$ cat config.mk
export PLATFORM = sky130hd
export DESIGN_NAME = psk_tag_frame_decoder_core
export DESIGN_NICKNAME = d
export VERILOG_FILES = /design/src/rtl/core/ptfd_pkg.sv /design/src/rtl/core/ptfd_div.sv /design/src/rtl/core/ptfd_datapath.sv /design/src/rtl/core/ptfd_ctrl.sv /design/src/rtl/core/psk_tag_frame_decoder_core.sv
export SDC_FILE = /design/constraint.sdc
export NUM_CORES = 1
export LEC_CHECK = 0
export BUFFER_PORTS_ARGS = -buffer_cell sky130_fd_sc_hd__buf_4
export CAP_MARGIN = 10
export CORE_AREA = 5 5 308 310
export CTS_CLUSTER_DIAMETER = 80
export DETAILED_ROUTE_END_ITERATION = 7
export DIE_AREA = 0 0 313 315
export GPL_ROUTABILITY_DRIVEN = 0
export GPL_TIMING_DRIVEN = 0
export HOLD_SLACK_MARGIN = 0.15
export RECOVER_POWER = 100
export SETUP_SLACK_MARGIN = 0.02
export SYNTH_ARGS = -nofsm -noshare
export SYNTH_HDL_FRONTEND = slang
export SYNTH_SLANG_ARGS = --single-unit
$ cat constraint.sdc
create_clock -name clk -period 7.87 [get_ports clk]
set_input_delay 0.3935 -clock clk [delete_from_list [all_inputs] [get_ports clk]]
set_output_delay 0.3935 -clock clk [all_outputs]
set_load 0.005 [all_outputs]
$ cat src/rtl/core/ptfd_pkg.sv
// ptfd_pkg: shared types and constants for the psk tag frame decoder
// no dependencies
`default_nettype none
package ptfd_pkg;
    localparam int FRAME_BITS = 96;
    localparam logic [9:0] PERIOD_RST = 10'd255;
    localparam logic [9:0] ADJUST_RST = 10'd120;
    localparam logic [7:0] PREAMBLE_RST = 8'h56;

    localparam logic [1:0] REG_PERIOD = 2'd0;
    localparam logic [1:0] REG_ADJUST = 2'd1;
    localparam logic [1:0] REG_PREAMBLE = 2'd2;

    typedef struct packed {
        logic        pulse_level;
        logic [19:0] pulse_duration;
    } in_item_t;

    typedef struct packed {
        logic        frame_found;
        logic [31:0] card_word;
        logic [23:0] trailer_bits;
    } out_item_t;

    // controller to datapath commands
    typedef struct packed {
        logic       load;      // capture input item
        logic       div_start; // start bit count division for hypothesis sel
        logic [1:0] sel;       // register under trial
        logic       push;      // shift one bit into sel register
        logic       cnt_load;  // load bit count from quotient
    } cmd_t;

    // datapath to controller status
    typedef struct packed {
        logic div_busy;
        logic count_ok;   // period nonzero and quotient below frame size
        logic more;       // bits left to push
        logic match;      // frame check passes on sel register
        logic try_ab;
        logic try_cd;
    } stat_t;

    function automatic logic [3:0] swap_ends(input logic [3:0] p);
        swap_ends = {p[0], p[2:1], p[3]};
    endfunction

    // frame test, bit 0 (oldest) in f[95]
    function automatic logic frame_ok(input logic [95:0] f, input logic [7:0] pre);
        logic [3:0] p;
        p = 4'd0;
        for (int i = 0; i < 9; i++)
            p = p ^ f[55-4*i -: 4];
        frame_ok = (f[95:88] == pre) && (f[87:56] == 32'd0) && (swap_ends(p) == f[19:16]);
    endfunction
endpackage
`default_nettype wire

$ cat src/rtl/core/ptfd_div.sv
// ptfd_div: restoring divider, one quotient bit per cycle
// depends on nothing
`default_nettype none
module ptfd_div (
    input  wire logic        clk,
    input  wire logic        rst_n,
    input  wire logic        start,
    input  wire logic [20:0] dividend,
    input  wire logic [9:0]  divisor,
    output logic             busy,
    output logic [20:0]      quotient
);
    logic [20:0] q_reg;
    logic [10:0] r_reg;
    logic [4:0]  n_reg;
    logic [11:0] trial;
    logic [10:0] rs;

    assign rs = {r_reg[9:0], q_reg[20]};
    assign trial = {1'b0, rs} - {2'b0, divisor};
    assign busy = (n_reg != 5'd0);
    assign quotient = q_reg;

    always_ff @(posedge clk or negedge rst_n)
    begin
        if (!rst_n)
        begin
            n_reg <= '0;
            q_reg <= '0;
            r_reg <= '0;
        end
        else if (start)
        begin
            n_reg <= 5'd21;
            q_reg <= dividend;
            r_reg <= '0;
        end
        else if (busy)
        begin
            n_reg <= n_reg - 5'd1;
            if (!trial[11])
            begin
                r_reg <= trial[10:0];
                q_reg <= {q_reg[19:0], 1'b1};
            end
            else
            begin
                r_reg <= rs;
                q_reg <= {q_reg[19:0], 1'b0};
            end
        end
    end
endmodule
`default_nettype wire

$ cat src/rtl/core/ptfd_datapath.sv
// ptfd_datapath: shift registers, bit counter, frame check, result latch
// depends on ptfd_pkg, ptfd_div
`default_nettype none
module ptfd_datapath (
    input  wire logic             clk,
    input  wire logic             rst_n,
    input  wire ptfd_pkg::in_item_t in_item,
    input  wire ptfd_pkg::cmd_t   cmd,
    input  wire logic             set_found,
    input  wire logic [9:0]       period,
    input  wire logic [9:0]       adjust,
    input  wire logic [7:0]       preamble,
    output ptfd_pkg::stat_t       stat,
    output logic [55:0]           decoded
);
    import ptfd_pkg::*;

    logic [95:0] sr_reg [4];
    logic        lvl_reg;
    logic [19:0] dur_reg;
    logic [20:0] adur;
    logic [20:0] dur_sel;
    logic [20:0] quot;
    logic [6:0]  cnt_reg;
    logic [55:0] dec_reg;
    logic [95:0] nxt;
    logic        bit_in;

    assign adur = lvl_reg ? ({1'b0, dur_reg} + 21'(adjust))
                : (dur_reg > 20'(adjust)) ? ({1'b0, dur_reg} - 21'(adjust)) : {1'b0, dur_reg};
    assign dur_sel = (cmd.sel[1] ? adur : {1'b0, dur_reg}) + 21'(period[9:1]);

    ptfd_div u_div (
        .clk(clk), .rst_n(rst_n), .start(cmd.div_start),
        .dividend(dur_sel), .divisor(period),
        .busy(stat.div_busy), .quotient(quot)
    );

    assign bit_in = lvl_reg ^ cmd.sel[0];
    assign nxt = {sr_reg[cmd.sel][94:0], bit_in};
    assign stat.count_ok = (period != 10'd0) && (quot < 21'(FRAME_BITS));
    assign stat.more = (cnt_reg != 7'd0);
    assign stat.match = frame_ok(sr_reg[cmd.sel], preamble);
    assign stat.try_ab = dur_reg > 20'(period[9:1]);
    assign stat.try_cd = dur_reg > 20'(period[9:2]);
    assign decoded = dec_reg;

    always_ff @(posedge clk or negedge rst_n)
    begin
        if (!rst_n)
        begin
            for (int i = 0; i < 4; i++)
                sr_reg[i] <= '0;
            dec_reg <= '0;
            cnt_reg <= '0;
        end
        else
        begin
            if (cmd.push)
            begin
                sr_reg[cmd.sel] <= nxt;
                cnt_reg <= cnt_reg - 7'd1;
            end
            else if (cmd.cnt_load)
                cnt_reg <= stat.count_ok ? quot[6:0] : 7'd0;
            if (set_found)
                dec_reg <= sr_reg[cmd.sel][55:0];
        end
    end

    always_ff @(posedge clk)
    begin
        if (cmd.load)
        begin
            lvl_reg <= in_item.pulse_level;
            dur_reg <= in_item.pulse_duration;
        end
    end
endmodule
`default_nettype wire

$ cat src/rtl/core/ptfd_ctrl.sv
// ptfd_ctrl: sequencer over the four hypotheses and the push/check loop
// depends on ptfd_pkg
`default_nettype none
module ptfd_ctrl (
    input  wire logic           clk,
    input  wire logic           rst_n,
    input  wire logic           in_valid,
    output logic                in_ready,
    output logic                out_valid,
    input  wire logic           out_ready,
    input  wire ptfd_pkg::stat_t stat,
    output ptfd_pkg::cmd_t      cmd,
    output logic                set_found,
    output logic                found
);
    import ptfd_pkg::*;

    typedef enum logic [2:0] {S_IDLE, S_NEXT, S_DIV, S_CNT, S_PUSH, S_CHECK, S_OUT} state_t;
    state_t     st_reg;
    logic [1:0] sel_reg;
    logic       found_reg;
    logic       started_reg;

    assign in_ready = (st_reg == S_IDLE);
    assign out_valid = (st_reg == S_OUT);
    assign found = found_reg;
    assign cmd.load = in_valid && in_ready;
    assign cmd.sel = sel_reg;
    assign cmd.push = (st_reg == S_PUSH);
    assign cmd.cnt_load = (st_reg == S_CNT);
    assign cmd.div_start = (st_reg == S_NEXT) && started_reg;
    assign set_found = (st_reg == S_CHECK) && stat.match && found_reg;

    always_ff @(posedge clk or negedge rst_n)
    begin
        if (!rst_n)
        begin
            st_reg <= S_IDLE;
            sel_reg <= '0;
            found_reg <= 1'b0;
            started_reg <= 1'b0;
        end
        else
        begin
            unique case (st_reg)
                S_IDLE:
                    if (in_valid)
                    begin
                        st_reg <= S_NEXT;
                        sel_reg <= 2'd0;
                        found_reg <= 1'b0;
                        started_reg <= 1'b0;
                    end
                S_NEXT:
                begin
                    // on the first visit pick the first hypothesis allowed; on later visits start the division
                    if (!started_reg)
                    begin
                        started_reg <= 1'b1;
                        if (!stat.try_ab)
                        begin
                            sel_reg <= 2'd2;
                            if (!stat.try_cd)
                                st_reg <= S_OUT;
                        end
                    end
                    else
                        st_reg <= S_DIV;
                end
                S_DIV:
                    if (!stat.div_busy)
                        st_reg <= S_CNT;
                S_CNT:
                    st_reg <= S_CHECK;
                S_PUSH:
                    st_reg <= S_CHECK;
                S_CHECK:
                    if (stat.match && found_reg)
                        st_reg <= S_OUT;
                    else if (stat.more)
                        st_reg <= S_PUSH;
                    else if (sel_reg == 2'd3 || (sel_reg == 2'd1 && !stat.try_cd))
                        st_reg <= S_OUT;
                    else
                    begin
                        sel_reg <= sel_reg + 2'd1;
                        st_reg <= S_NEXT;
                    end
                S_OUT:
                    if (out_ready)
                        st_reg <= S_IDLE;
                default:
                    st_reg <= S_IDLE;
            endcase
            // matches count only right after a push
            if (st_reg == S_PUSH)
                found_reg <= 1'b1;
            else if (st_reg == S_CNT)
                found_reg <= 1'b0;
        end
    end
endmodule
`default_nettype wire

$ cat src/rtl/core/psk_tag_frame_decoder_core.sv
// psk_tag_frame_decoder_core: top level, config registers and block wiring
// depends on ptfd_pkg, ptfd_ctrl, ptfd_datapath, ptfd_div
//
// channel   direction  handshake           payload
// in        input      in_valid/in_ready   ptfd_pkg::in_item_t
// out       output     out_valid/out_ready ptfd_pkg::out_item_t
// apb       input      psel/penable/pready register write/read
//
// one item at a time; the controller first picks the first hypothesis, then each
// hypothesis starts the 21-step serial divider, waits for it, loads the count and
// checks once, then pushes and checks again for each bit to shift in
// reset clears shift registers, result latch and registers to defaults
// a waiting result holds the block until taken
`default_nettype none
module psk_tag_frame_decoder_core (
    input  wire logic                clk,
    input  wire logic                rst_n,
    input  wire logic                in_valid,
    output logic                     in_ready,
    input  wire ptfd_pkg::in_item_t  in_item,
    output logic                     out_valid,
    input  wire logic                out_ready,
    output ptfd_pkg::out_item_t      out_item,
    input  wire logic                psel,
    input  wire logic                penable,
    input  wire logic                pwrite,
    input  wire logic [3:0]          paddr,
    input  wire logic [31:0]         pwdata,
    output logic [31:0]              prdata,
    output logic                     pready
);
    import ptfd_pkg::*;

    logic [9:0]  period_reg;
    logic [9:0]  adjust_reg;
    logic [7:0]  preamble_reg;
    cmd_t        cmd;
    stat_t       stat;
    logic        set_found;
    logic        found;
    logic [55:0] decoded;
    logic        hit_reg;

    assign pready = 1'b1;

    always_ff @(posedge clk or negedge rst_n)
    begin
        if (!rst_n)
        begin
            period_reg <= PERIOD_RST;
            adjust_reg <= ADJUST_RST;
            preamble_reg <= PREAMBLE_RST;
        end
        else if (psel && penable && pwrite && paddr[1:0] == 2'b00)
        begin
            unique case (paddr[3:2])
                REG_PERIOD: period_reg <= pwdata[9:0];
                REG_ADJUST: adjust_reg <= pwdata[9:0];
                REG_PREAMBLE: preamble_reg <= pwdata[7:0];
                default: ;
            endcase
        end
    end

    always_comb
    begin
        unique case (paddr[3:2])
            REG_PERIOD: prdata = {22'd0, period_reg};
            REG_ADJUST: prdata = {22'd0, adjust_reg};
            REG_PREAMBLE: prdata = {24'd0, preamble_reg};
            default: prdata = 32'd0;
        endcase
    end

    ptfd_ctrl u_ctrl (
        .clk(clk), .rst_n(rst_n), .in_valid(in_valid), .in_ready(in_ready),
        .out_valid(out_valid), .out_ready(out_ready), .stat(stat), .cmd(cmd),
        .set_found(set_found), .found(found)
    );

    ptfd_datapath u_dp (
        .clk(clk), .rst_n(rst_n), .in_item(in_item), .cmd(cmd), .set_found(set_found),
        .period(period_reg), .adjust(adjust_reg), .preamble(preamble_reg),
        .stat(stat), .decoded(decoded)
    );

    // found flag: a match seen after a push of this item
    always_ff @(posedge clk or negedge rst_n)
    begin
        if (!rst_n)
            hit_reg <= 1'b0;
        else if (cmd.load)
            hit_reg <= 1'b0;
        else if (set_found && found)
            hit_reg <= 1'b1;
    end

    assign out_item.frame_found = hit_reg;
    assign out_item.card_word = decoded[55:24];
    assign out_item.trailer_bits = decoded[23:0];

    a_no_accept_busy: assert property (@(posedge clk) disable iff (!rst_n)
        out_valid |-> !in_ready) else $error("accept while result pending");
    a_ready_idle: assert property (@(posedge clk) disable iff (!rst_n)
        (in_valid && in_ready) |=> !in_ready) else $error("ready after accept");
    a_out_hold: assert property (@(posedge clk) disable iff (!rst_n)
        (out_valid && !out_ready) |=> out_valid) else $error("result dropped");
endmodule
`default_nettype wire

==> Word level (Yosys, flattened, before mapping) <==
Cells that the tools add are included.
{ "totals": {"word_cells": 147, "output_inout_bits": 92, "in_bits": 64, "register_bits": 540} }
{ "op_classes": {"reduce_logical": 38, "n_addsub": 7, "mux": 45, "eq_ne": 22, "magnitude_cmp": 6, "bitwise": 10} }
{ "ops": {"columns": ["op", "count"], "rows": [
  ["$bwmux 384", 1],
  ["$mux 96", 3],
  ["$bmux 96 s2", 1],
  ["$demux 96 s2", 1],
  ["$mux 21", 5],
  ["$logic_not 32->1", 1],
  ["$xor 4x4->4", 8],
  ["$mux 10", 3],
  ["$pmux 10 s3", 1],
  ["$mux 3", 9],
  ["$add 20x10->21", 1],
  ["$add 21x9->21", 1],
  ["$lt 21x7->1 const B", 1],
  ["$mux 7", 3],
  ["$sub 20x10->21", 1],
  ["$gt 20x10->1", 1],
  ["$gt 20x8->1", 1],
  ["$gt 20x9->1", 1],
  ["$pmux 3 s6", 1],
  ["$logic_and 1x1->1", 14],
  ["$ne 2x2->1 const B", 7],
  ["$mux 2", 6],
  ["$sub 11x10->12", 1],
  ["$mux 5", 2],
  ["32 further kinds", 54]
]} }

==> Depth between registers and ports, before layout <==
Gate-level depths: netlist (run 1).
{ "depth": {"word_depth": 19, "mapped_depth": 24, "mapped_depth_nobuf": 22} }

==> By module <==
Synthesis (run 1) repeated with hierarchy kept, for this count alone.
{ "hier_totals": {"hier_cells": 2006, "area_unflattened_um2": 27328.7} }
{ "modules_own_cells": {"columns": ["mod", "n_inst", "area_per_inst_um2", "seq_area_each_um2", "cells_each"], "rows": [
  ["ptfd_datapath", 1, 22836.9, 11816.3, 1555],
  ["ptfd_div", 1, 2367.3, 900.9, 263],
  ["psk_tag_frame_decoder_core", 1, 1577.8, 745.7, 124],
  ["ptfd_ctrl", 1, 546.8, 175.2, 64]
]} }

==> Worst setup path before layout (run 1) <==
No wires, ideal clock.
{ "synth_path": {"path_type": "flip-flop to flip-flop", "from": "register adjust_reg[6]", "to": "register u_dp.u_div.q_reg[13] (netlist: u_dp.u_div.quotient[13])", "slack_ns": 2.929, "period_less_slack_ns": 4.941, "t_required_ns": 7.751, "arrival_ns": 4.822, "stages_incl_launch_ff": 23, "setup_time_ns": 0.119, "path_cell_list": "dfstp_2 > inv_1 > ha_1 > clkbuf_1 > a21oi_1 > o21ai_0 > a221o_1 > a2111oi_4 > or2_2 > clkbuf_1 > a21oi_1 > nor2_1 > a21oi_1 > ha_1 > a21o_1 > a21oi_1 > o21ai_0 > o41ai_1 > o21ai_0 > nand4_1 > nor2_1 > o32a_1 > o21a_1"} }
{ "synth_via": {"elab_chain_len": 6, "elab_cells_between_ends": 8, "cone_classes": "3 x add/sub; 1 x order compare; 4 x mux"} }
{ "synth_rtl": {"columns": ["item", "line", "text"], "rows": [
  ["start, declared", "psk_tag_frame_decoder_core.sv:35", "logic [9:0] adjust_reg;"],
  ["start signal, assigned", "psk_tag_frame_decoder_core.sv:58", "REG_ADJUST: adjust_reg <= pwdata[9:0];"],
  ["$sub 20x10->21 or $gt 20x10->1 (tied branches)", "ptfd_datapath.sv:30", ": (dur_reg > 20'(adjust)) ? ({1'b0, dur_reg} - 21'(adjust)) : {1'b0, dur_reg};"],
  ["$mux 21", "ptfd_datapath.sv:30", null],
  ["$mux 21 (*)", "ptfd_datapath.sv:29", "assign adur = lvl_reg ? ({1'b0, dur_reg} + 21'(adjust))"],
  ["$mux 21 (*)", "ptfd_datapath.sv:31", "assign dur_sel = (cmd.sel[1] ? adur : {1'b0, dur_reg}) + 21'(period[9:1]);"],
  ["$add 21x9->21 (*)", "ptfd_datapath.sv:31", null],
  ["$mux 21 (*)", "ptfd_div.sv:32", "else if (start)"],
  ["end signal, assigned", "ptfd_div.sv:35", "q_reg <= dividend;"],
  ["end signal, assigned", "ptfd_div.sv:44", "q_reg <= {q_reg[19:0], 1'b1};"],
  ["end signal, assigned", "ptfd_div.sv:49", "q_reg <= {q_reg[19:0], 1'b0};"],
  ["end, declared", "ptfd_div.sv:13", "logic [20:0] q_reg;"]
]} }
Every way passes the cells marked *; elsewhere a longest branch is shown, timed or not.
A chain may end at the register's enable or synchronous reset.

==> Final worst setup path (run 1) <==
{ "layout_path": {"from": "register u_ctrl.sel_reg[1]", "to": "register u_dp.u_div.q_reg[13] (netlist: u_dp.u_div.quotient[13])"} }
{ "layout_via": {"elab_chain_len": 3} }
{ "layout_rtl": {"columns": ["item", "line", "text"], "rows": [
  ["start, declared", "ptfd_ctrl.sv:20", "logic [1:0] sel_reg;"],
  ["start signal, assigned", "ptfd_ctrl.sv:86", "sel_reg <= sel_reg + 2'd1;"],
  ["$mux 21", "ptfd_datapath.sv:31", null],
  ["$add 21x9->21", "ptfd_datapath.sv:31", null],
  ["$mux 21", "ptfd_div.sv:32", null]
]} }
Every way passes these cells.

==> out/summary.json, run 1 <==
{
  "number_of_detailed_routing_iterations_run_before_antenna_repair": 5,
  "routed_wire_length_per_instance_um": 19.0,
  "finalNetCount": 2894,
  "detail-route-antenna-nets": 0,
  "switching_share_pct": 38.1,
  "skew_ns": 0.102,
  "dr_wl_met3_um": 3530,
  "timing.final.ws_setup_ns": 1.24,
  "cp-end-kind": "flip-flop",
  "post_synth_instance_area_mm2": 0.0272,
  "cts_setup_buffers": 0,
  "met2_length_um": 35800,
  "reg2reg_from": "u_ctrl.sel_reg[1]",
  "gr-total-overflow": 0,
  "finalHoldViolations": 0,
  "floorplan.initialDensity_pct": 29.7,
  "layout.cells.most_common_list": "sky130_fd_sc_hd__dfrtp_1, sky130_fd_sc_hd__nand2_1, sky130_fd_sc_hd__o21ai_0",
  "share_comb_of_total_power_pct": 38.0,
  "ioPinCount": 156,
  "clk_latency_ns": 0.67,
  "min_period_ns": 6.63,
  "max_cap_violations": 3,
  "power.net_switching_mw": 4.13,
  "layout.area.seq_mm2": 0.0136,
  "cell_chain_critical_path": "clkbuf_1, buf_4, buf_4, buf_4, inv_1, clkbuf_1, a21oi_1, nor2_1, a21oi_1, ha_1, a21o_1, a21oi_1, o21ai_0, o41ai_1, o21ai_0, nand4_1, nor2_1, o32a_1, o21a_1",
  "die_area_mm2": 0.0986,
  "arrival_ns": 7.18,
  "hold_end": "u_ctrl.st_reg[2]",
  "utilization_pct": 34.9,
  "cellPowerDensity_mw_per_mm2": 340,
  "grt_antenna_before_repair": 4,
  "detailedRoute.firstIterationViolations": 1639,
  "setup_viol_count_final": 0,
  "crit_fanout": 10,
  "failed_checks": "max-capacitance violations, max-slew violations",
  "rsz0062_at_grt": "false",
  "power_frac_seq_pct": 35.1,
  "max_clock_freq_mhz": 151,
  "post_dp_cell_area_mm2": 0.0297,
  "placement.setup.worst_slack_ns": 1.73,
  "netlist_instances": 2529,
  "slowest_delay_ns": 0.68,
  "buffers_plus_inverters_on_the_worst_setup_path": 6,
  "port-buffer-count": 109,
  "clock_sinks": 540,
  "grt_usage_pct": 15.2,
  "cts_max_level": 2,
  "synth_top_flop_cell": "sky130_fd_sc_hd__dfrtp_1",
  "detailedPlacementHpwl_um": 52900,
  "tns_ns": 0,
  "grt_max_degree": 119,
  "yosysWarningCount": 0,
  "result_of_the_run": "finished, violations left",
  "first_pass_grt_wire_length_um": 120000,
  "area_taken_by_multi_input_logic_gates_mm2": 0.0125,
  "worst_hold_path.num_cells": 3,
  "worst-r2r-setup-slack_ns": 1.24,
  "worstPathRequired_ns": 8.42,
  "cpMaxStageDelayCell": "sky130_fd_sc_hd__dfrtp_1",
  "clock_tree_from_tritoncts": "yes",
  "detail_route.wirelength_um": 75900,
  "setup.worst_path.start_class": "flip-flop",
  "synth.avg_cell_area_um2": 10.7,
  "vias_per_cell": 5.01,
  "cts_inserted_buffers": 60,
  "drc_errors": 0,
  "design.core.area_mm2": 0.0914,
  "criticalPathCategory": "reg2reg",
  "timing.final.crit_share_pct": 84.2,
  "worst_slew_margin_rel_pct": -148,
  "synthToLayoutAreaGrowth_pct": 17.5,
  "netlist-cell-type-count": 74,
  "p_total_mw": 10.9,
  "power.leakage_nw": 14.1,
  "dieWidth_um": 313,
  "timing_max_transition_violations_final": 269,
  "final_design_area_no_fill_mm2": 0.0319,
  "layout.cells.most_common": "sky130_fd_sc_hd__dfrtp_1",
  "max-vdd-ir-drop_mv": 0.211,
  "cts.path.max_buffers": 3,
  "asyncSetResetFlopFracSynth_pct": 96.1,
  "synth_edf_count": 21,
  "floorplan.rows": 111,
  "worst-slew-pin-transition_ns": 3.72,
  "wl_met1_um": 34800,
  "layout-drive-gt1-share_pct": 18.0,
  "worstHoldStart": "out_ready",
  "yosysSeqAreaShare_pct": 50.2,
  "kind_of_cell_adding_the_most_delay_to_the_critical_path": "compound AO/OA/AOI/OAI gates",
  "vias": 20000,
  "reg2regPathDepth": 19,
  "clock_power_share_pct": 26.9,
  "top_signal_layer_used": "met5",
  "largest_register_ff_count": 384,
  "cts-root-buf": "sky130_fd_sc_hd__clkbuf_16",
  "hp-class": "in2reg",
  "clkTransAtPathRegs_ns": 0.06,
  "grt_pass1_vias": 20300,
  "fillers": 9238,
  "die-height_um": 315,
  "p_int_mw": 6.72,
  "crit-reg2reg-capture": "u_dp.u_div.quotient[13]",
  "total_of_flip_flops_plus_latches_after_synthesis": 540
}
area by class of cell:
| cell class | instances | area share [%] |
|---|---|---|
| well taps | 1186 | 4.65 |
| diodes | 1 | 0.00784 |
| clock buffers | 97 | 5.70 |
| clock inverters | 16 | 0.842 |
| repair buffers | 150 | 3.57 |
| plain buffers | 179 | 2.68 |
| inverters | 55 | 0.647 |
| flip-flops and latches | 540 | 42.7 |
| multi-input cells | 1776 | 39.2 |
how the worst max path moves through the flow:
stage                     slack [ns]  cells after the start               from                 endpoint
after floorplan                 2.93                     22      adjust_reg[6]  u_dp.u_div.quotient[13]
final                           1.24                     19  u_ctrl.sel_reg[1]  u_dp.u_div.quotient[13]
after detailed placement        1.73                     16  u_ctrl.sel_reg[0]         u_dp.sr_reg[129]
after CTS                       1.79                     16  u_ctrl.sel_reg[0]         u_dp.sr_reg[317]
after global routing            0.77                     19  u_ctrl.sel_reg[1]  u_dp.u_div.quotient[13]
after global placement          0.65                      1              rst_n            adjust_reg[8]
cell families (layout without fill, tap and decap cells):
family | count (synthesis) | count (layout) | share of synthesized area [%]
adder cells (fa/ha/maj) | 68 | 68 | 3.24
AND/OR/NAND/NOR | 656 | 656 | 10.4
flip-flops | 540 | 540 | 50.2
buffers and inverters | 234 | 497 | 4.06
AO/OA/AOI/OAI | 583 | 583 | 11.9
XOR/XNOR | 61 | 61 | 2.57
multiplexers | 385 | 385 | 17.6
other | 2 | 24 | 0.0276
per-stage QoR:
stage / hold WS (ns) / std cells
floorplan: 0.0979 / 2550
global placement: 0.457 / 3845
detailed placement: 0.386 / 3850
CTS: 0.177 / 3999
global route: 0.205 / 3999
finish: 0.224 / 4000
what timing repair did:
item                                   in CTS  in global routing
endpoints found under the hold margin     122                  0
setup endpoints to repair                   0                  0
resized for setup                           0                  0
hold buffers                               36                  0
worst min-delay path, stage by stage:
cell and delay, ns:
sky130_fd_sc_hd__buf_4 0.09, sky130_fd_sc_hd__o31ai_1 0.06, sky130_fd_sc_hd__a211o_1 0.29
synthesized netlist by cell type (21+ instances only):
cell / n / area, um2
sky130_fd_sc_hd__o21ai_1: 51 / 255
sky130_fd_sc_hd__nor2_1: 61 / 229
sky130_fd_sc_hd__nand2_1: 439 / 1650
sky130_fd_sc_hd__mux2_2: 211 / 2380
sky130_fd_sc_hd__buf_4: 32 / 240
sky130_fd_sc_hd__ha_1: 64 / 801
sky130_fd_sc_hd__nor3_1: 33 / 165
sky130_fd_sc_hd__mux2i_1: 121 / 1210
sky130_fd_sc_hd__mux4_2: 53 / 1190
sky130_fd_sc_hd__inv_1: 54 / 203
sky130_fd_sc_hd__xnor2_1: 37 / 324
sky130_fd_sc_hd__o21ai_0: 372 / 1860
sky130_fd_sc_hd__edfxtp_1: 21 / 631
sky130_fd_sc_hd__a21oi_1: 59 / 295
sky130_fd_sc_hd__dfrtp_1: 503 / 12600
sky130_fd_sc_hd__clkbuf_1: 104 / 390
power groups by stage:
stage	registers, mW	clock network (mW)	logic, mW
global placement	3.84	0	4.11
CTS	3.81	2.97	4.20
finish	3.81	2.91	4.13
global route	3.89	3.10	4.56
floorplan	3.71	0	2.86
detailed placement	3.85	0	4.17
layer usage:
layer  track usage [%]  vias up
li1                  -     9382
met1              21.1    10100
met2              24.9      432
met3              2.32      113
met4              3.97        2
met5                 0        -
No activity file was read; power rests on OpenSTA's default activity.
==> run 2, diff against run 1 <==
- ABC_AREA: not set -> 1
- CORE_AREA: 5 5 308 310 -> 5 5 309 311
- DIE_AREA: 0 0 313 315 -> 0 0 314 316
- clock period: 7.87 -> 6.8 ns (I/O delays scaled with it)
==> run 2 against run 1 <==
  * The run still ends with max-capacitance violations, max-slew violations left
  * Area after synthesis is 1.2% higher
  * Clock skew fell by 0.067 ns
  * Total power is 25% higher
  * Synthesized cell count increased by 37%
  * Sequential power increased by 23%
  * Sequential cell count stayed put
  * Non-clock buffer count is 31 higher
  * Largest cell class unchanged
==> out/summary.json, run 2 <==
{
  "worst_slew_margin_rel": {"value": -215, "unit": "%", "change": "-67 points"},
  "total_of_flip_flops_plus_latches_after_synthesis": {"value": 540, "change": "unchanged"},
  "floorplan.initialDensity": {"value": 29.7, "unit": "%", "change": "about the same"},
  "first_pass_grt_wire_length": {"value": 142000, "unit": "um", "change": "+19%"},
  "worstHoldStart": "in_valid",
  "cellPowerDensity": {"value": 422, "unit": "mW/mm2", "change": "+24%"},
  "placement.setup.worst_slack": {"value": 1.40, "unit": "ns", "change": "-0.335 ns"},
  "port-buffer-count": {"value": 110, "change": "+0.92%"},
  "die_area": {"value": 0.0992, "unit": "mm2", "change": "+0.64%"},
  "switching_share": {"value": 41.6, "unit": "%", "change": "+3.5 points"},
  "power.leakage": {"value": 14.8, "unit": "nW", "change": "+5.5%"},
  "post_dp_cell_area": {"value": 0.0301, "unit": "mm2", "change": "+1.2%"},
  "netlist-cell-type-count": {"value": 61, "change": "-18%"},
  "power.net_switching": {"value": 5.66, "unit": "mW", "change": "+37%"},
  "reg2reg_from": "u_ctrl.sel_reg[1]",
  "criticalPathCategory": "reg2reg",
  "clock_tree_from_tritoncts": "yes",
  "critical_path.startpoint": "u_ctrl.sel_reg[1]",
  "cts.path.max_buffers": {"value": 3, "change": "unchanged"},
  "max-vdd-ir-drop": {"value": 0.212, "unit": "mV", "change": "+0.64%"},
  "max_clock_freq": {"value": 166, "unit": "MHz", "change": "+10%"},
  "largest_register_ff_count": {"value": 384, "change": "unchanged"},
  "clkTransAtPathRegs": {"value": 0.06, "unit": "ns", "change": "about the same"},
  "vias_per_cell": {"value": 5.06, "change": "+1.2%"},
  "grt_max_degree": {"value": 119, "change": "unchanged"},
  "arrival": {"value": 6.56, "unit": "ns", "change": "-0.62 ns"},
  "synthMostInstantiatedCell": "sky130_fd_sc_hd__nand2_1",
  "post_synth_main_area_contributors": "sky130_fd_sc_hd__dfrtp_1, sky130_fd_sc_hd__nand2_1, sky130_fd_sc_hd__o21ai_0",
  "dpl.cell_count": {"value": 4786, "change": "+24%"},
  "share_comb_of_total_power": {"value": 40.1, "unit": "%", "change": "+2.1 points"},
  "p_total": {"value": 13.6, "unit": "mW", "change": "+25%"},
  "final_design_area_no_fill": {"value": 0.0323, "unit": "mm2", "change": "+1.1%"},
  "detail_route.wirelength": {"value": 91300, "unit": "um", "change": "+20%"},
  "skew": {"value": 0.0354, "unit": "ns", "change": "-0.0667 ns"},
  "design.core.area": {"value": 0.0925, "unit": "mm2", "change": "+1.2%"},
  "grt_pass1_vias": {"value": 24100, "change": "+19%"},
  "critical-path-top-cell-by-count": "sky130_fd_sc_hd__clkbuf_1",
  "worst-slew-pin-transition": {"value": 4.72, "unit": "ns", "change": "+1.00 ns"},
  "timing.final.crit_share": {"value": 88.3, "unit": "%", "change": "+4.1 points"},
  "synthDominantCellAreaShare": {"value": 45.7, "unit": "%", "change": "-0.56 points"},
  "synthToLayoutAreaGrowth_pct": 17.3,
  "grt_antenna_before_repair": {"value": 0, "change": "-4"},
  "setup_viol_count_final": {"value": 0, "change": "unchanged"},
  "layout.cells.most_common_list": "sky130_fd_sc_hd__nand2_1, sky130_fd_sc_hd__o21ai_0, sky130_fd_sc_hd__dfrtp_1",
  "fillers": {"value": 9714, "change": "+5.2%"},
  "yosysWarningCount": {"value": 0, "change": "unchanged"},
  "layout.cells.most_common": "sky130_fd_sc_hd__nand2_1",
  "routed_wire_length_per_instance": {"value": 18.5, "unit": "um", "change": "-2.4%"},
  "timing.final.ws_setup": {"value": 0.794, "unit": "ns", "change": "-0.448 ns"},
  "synth.avg_cell_area": {"value": 7.97, "unit": "um2", "change": "-26%"},
  "cts-root-buf": "sky130_fd_sc_hd__clkbuf_16",
  "netlist_instances": {"value": 3453, "change": "+37%"},
  "clock_power_share": {"value": 25.3, "unit": "%", "change": "-1.6 points"},
  "slowest_delay": {"value": 0.83, "unit": "ns", "change": "+0.15 ns"},
  "die-height": {"value": 316, "unit": "um", "change": "+0.32%"},
  "detailedRoute.firstIterationViolations": {"value": 2403, "change": "+47%"},
  "failed_checks": "max-capacitance violations, max-slew violations",
  "finalHoldViolations": {"value": 0, "change": "unchanged"},
  "clk_latency": {"value": 0.66, "unit": "ns", "change": "about the same"},
  "synth_top_flop_cell": "sky130_fd_sc_hd__dfrtp_1",
  "setup.worst_path.start_class": "flip-flop",
  "kind_of_cell_adding_the_most_delay_to_the_critical_path": "buffers and inverters",
  "power_frac_seq": {"value": 34.5, "unit": "%", "change": "-0.6 points"},
  "cell_chain_critical_path": "clkbuf_1, inv_2, buf_4, buf_4, clkbuf_1, clkbuf_1, clkbuf_1, ha_1, nand2_1, clkbuf_1, clkbuf_1, clkbuf_1, nand2_1, o21ai_0",
  "hp-class": "in2reg",
  "synth_commonest_cells": "sky130_fd_sc_hd__nand2_1, sky130_fd_sc_hd__dfrtp_1, sky130_fd_sc_hd__o21ai_0, sky130_fd_sc_hd__nand3_1, sky130_fd_sc_hd__inv_1",
  "cts_inserted_buffers": {"value": 57, "change": "-5.0%"},
  "post_synth_instance_area": {"value": 0.0275, "unit": "mm2", "change": "+1.2%"},
  "crit_fanout": {"value": 11, "change": "+1"},
  "clock_sinks": {"value": 540, "change": "unchanged"},
  "worstPathRequired": {"value": 7.35, "unit": "ns", "change": "-1.07 ns"},
  "fin_cells": {"value": 4926, "change": "+23%"},
  "finalNetCount": {"value": 3813, "change": "+32%"},
  "synth_edf_count": {"value": 21, "change": "unchanged"},
  "floorplan.rows": {"value": 112, "change": "+0.90%"},
  "gr-total-overflow": {"value": 0, "change": "unchanged"},
  "cp-end-kind": "flip-flop",
  "layout-drive-gt1-share": {"value": 8.02, "unit": "%", "change": "-10 points"},
  "cts_setup_buffers": {"value": 0, "change": "unchanged"},
  "dieWidth": {"value": 314, "unit": "um", "change": "+0.32%"},
  "diodes": {"value": 0, "change": "-1"},
  "timing_max_transition_violations_final": {"value": 88, "change": "-67%"},
  "max_cap_violations": {"value": 1, "change": "-2"},
  "result_of_the_run": "finished, violations left",
  "min_period": {"value": 6.01, "unit": "ns", "change": "-0.622 ns"},
  "number_of_detailed_routing_iterations_run_before_antenna_repair": {"value": 6, "change": "+1"},
  "detailedPlacementHpwl": {"value": 63200, "unit": "um", "change": "+19%"},
  "yosysTopAreaCell": "sky130_fd_sc_hd__dfrtp_1",
  "yosysSeqAreaShare": {"value": 49.6, "unit": "%", "change": "-0.61 points"},
  "hold-worst-slack": {"value": 0.235, "unit": "ns", "change": "+0.0105 ns"},
  "buffers_plus_inverters_on_the_worst_setup_path": {"value": 10, "change": "+4"},
  "asyncSetResetFlopFracSynth": {"value": 96.1, "unit": "%", "change": "unchanged"},
  "ioPinCount": {"value": 156, "change": "unchanged"},
  "detail-route-antenna-nets": {"value": 0, "change": "unchanged"},
  "cpMaxStageDelayCell": "sky130_fd_sc_hd__clkbuf_1",
  "rsz0062_at_grt": "false",
  "grt_usage": {"value": 18.1, "unit": "%", "change": "+2.9 points"},
  "p_int": {"value": 7.95, "unit": "mW", "change": "+18%"},
  "drc_errors": {"value": 0, "change": "unchanged"},
  "cts_max_level": {"value": 2, "change": "unchanged"},
  "vias": {"value": 24900, "change": "+25%"}
}
-- run 2: power by group through the flow --
stage | registers [mW] | clock network, mW | logic (mW)
after detailed placement | 4.73 | 0 | 5.43
after floorplan | 4.58 | 0 | 3.77
after global routing | 4.81 | 3.62 | 6.12
final | 4.70 | 3.45 | 5.47
after CTS | 4.69 | 3.50 | 5.47
after global placement | 4.72 | 0 | 5.34
-- run 2: timing repair --
action | 4_1_cts | 5_1_grt
endpoints found under the setup margin | 0 | 0
endpoints found under the hold margin | 137 | 0
hold buffers | 33 | 0
resized for setup | 0 | 0
-- run 2: routing by layer --
layer	routed length, um	vias up	track usage, %
met5	0	-	0
met4	4090	0	7.49
met3	7020	200	3.19
met2	40100	930	28.0
met1	40000	12100	25.2
li1	-	11800	-
-- run 2: layout make-up --
type	instances	area, um2	area share (%)
Sequential cell	540	13600	42.3
Buffer	212	1030	3.18
Tap cell	1197	1500	4.64
Clock buffer	76	1630	5.05
Clock inverter	31	455	1.41
Multi-Input combinational cell	2504	12000	37.2
Timing Repair Buffer	148	1220	3.77
Inverter	218	820	2.54
-- run 2: cell families after synthesis --
logic type | after synthesis | share of synthesized area [%]
buf+inv | 430 | 6.96
flops | 540 | 49.6
compound gates | 727 | 14.5
xor+xnor | 49 | 1.59
simple gates | 1636 | 24.1
mux | 1 | 0.0409
other cells | 2 | 0.0273
fa+ha+maj | 68 | 3.20
-- run 2: through the flow --
stage,util [%],setup TNS (ns)
after CTS,35.1,0
after global placement,32.3,-142.13
after global routing,34.9,0
after detailed placement,32.5,0
after floorplan,-,0
final,34.9,0
-- run 2: tightest hold or removal path, cell delays in order --
cell	delay (ns)
sky130_fd_sc_hd__buf_4	0.14
sky130_fd_sc_hd__nor2_1	0.16
sky130_fd_sc_hd__a211oi_1	0.10
sky130_fd_sc_hd__nand2_1	0.06
sky130_fd_sc_hd__nand2_1	0.04
-- run 2: path summary, 6_finish.rpt --
check	end	slack [ns]	cells past startpoint
setup reg to reg	u_dp.sr_reg[365]	0.79	14
setup / recovery	u_dp.sr_reg[365]	0.79	14
max in group asynchronous	u_dp.sr_reg[295]	2.18	2
min in group asynchronous	u_dp.sr_reg[34]	1.92	2
hold reg to reg	u_dp.sr_reg[164]	0.48	2
hold / removal	u_ctrl.st_reg[1]	0.24	5
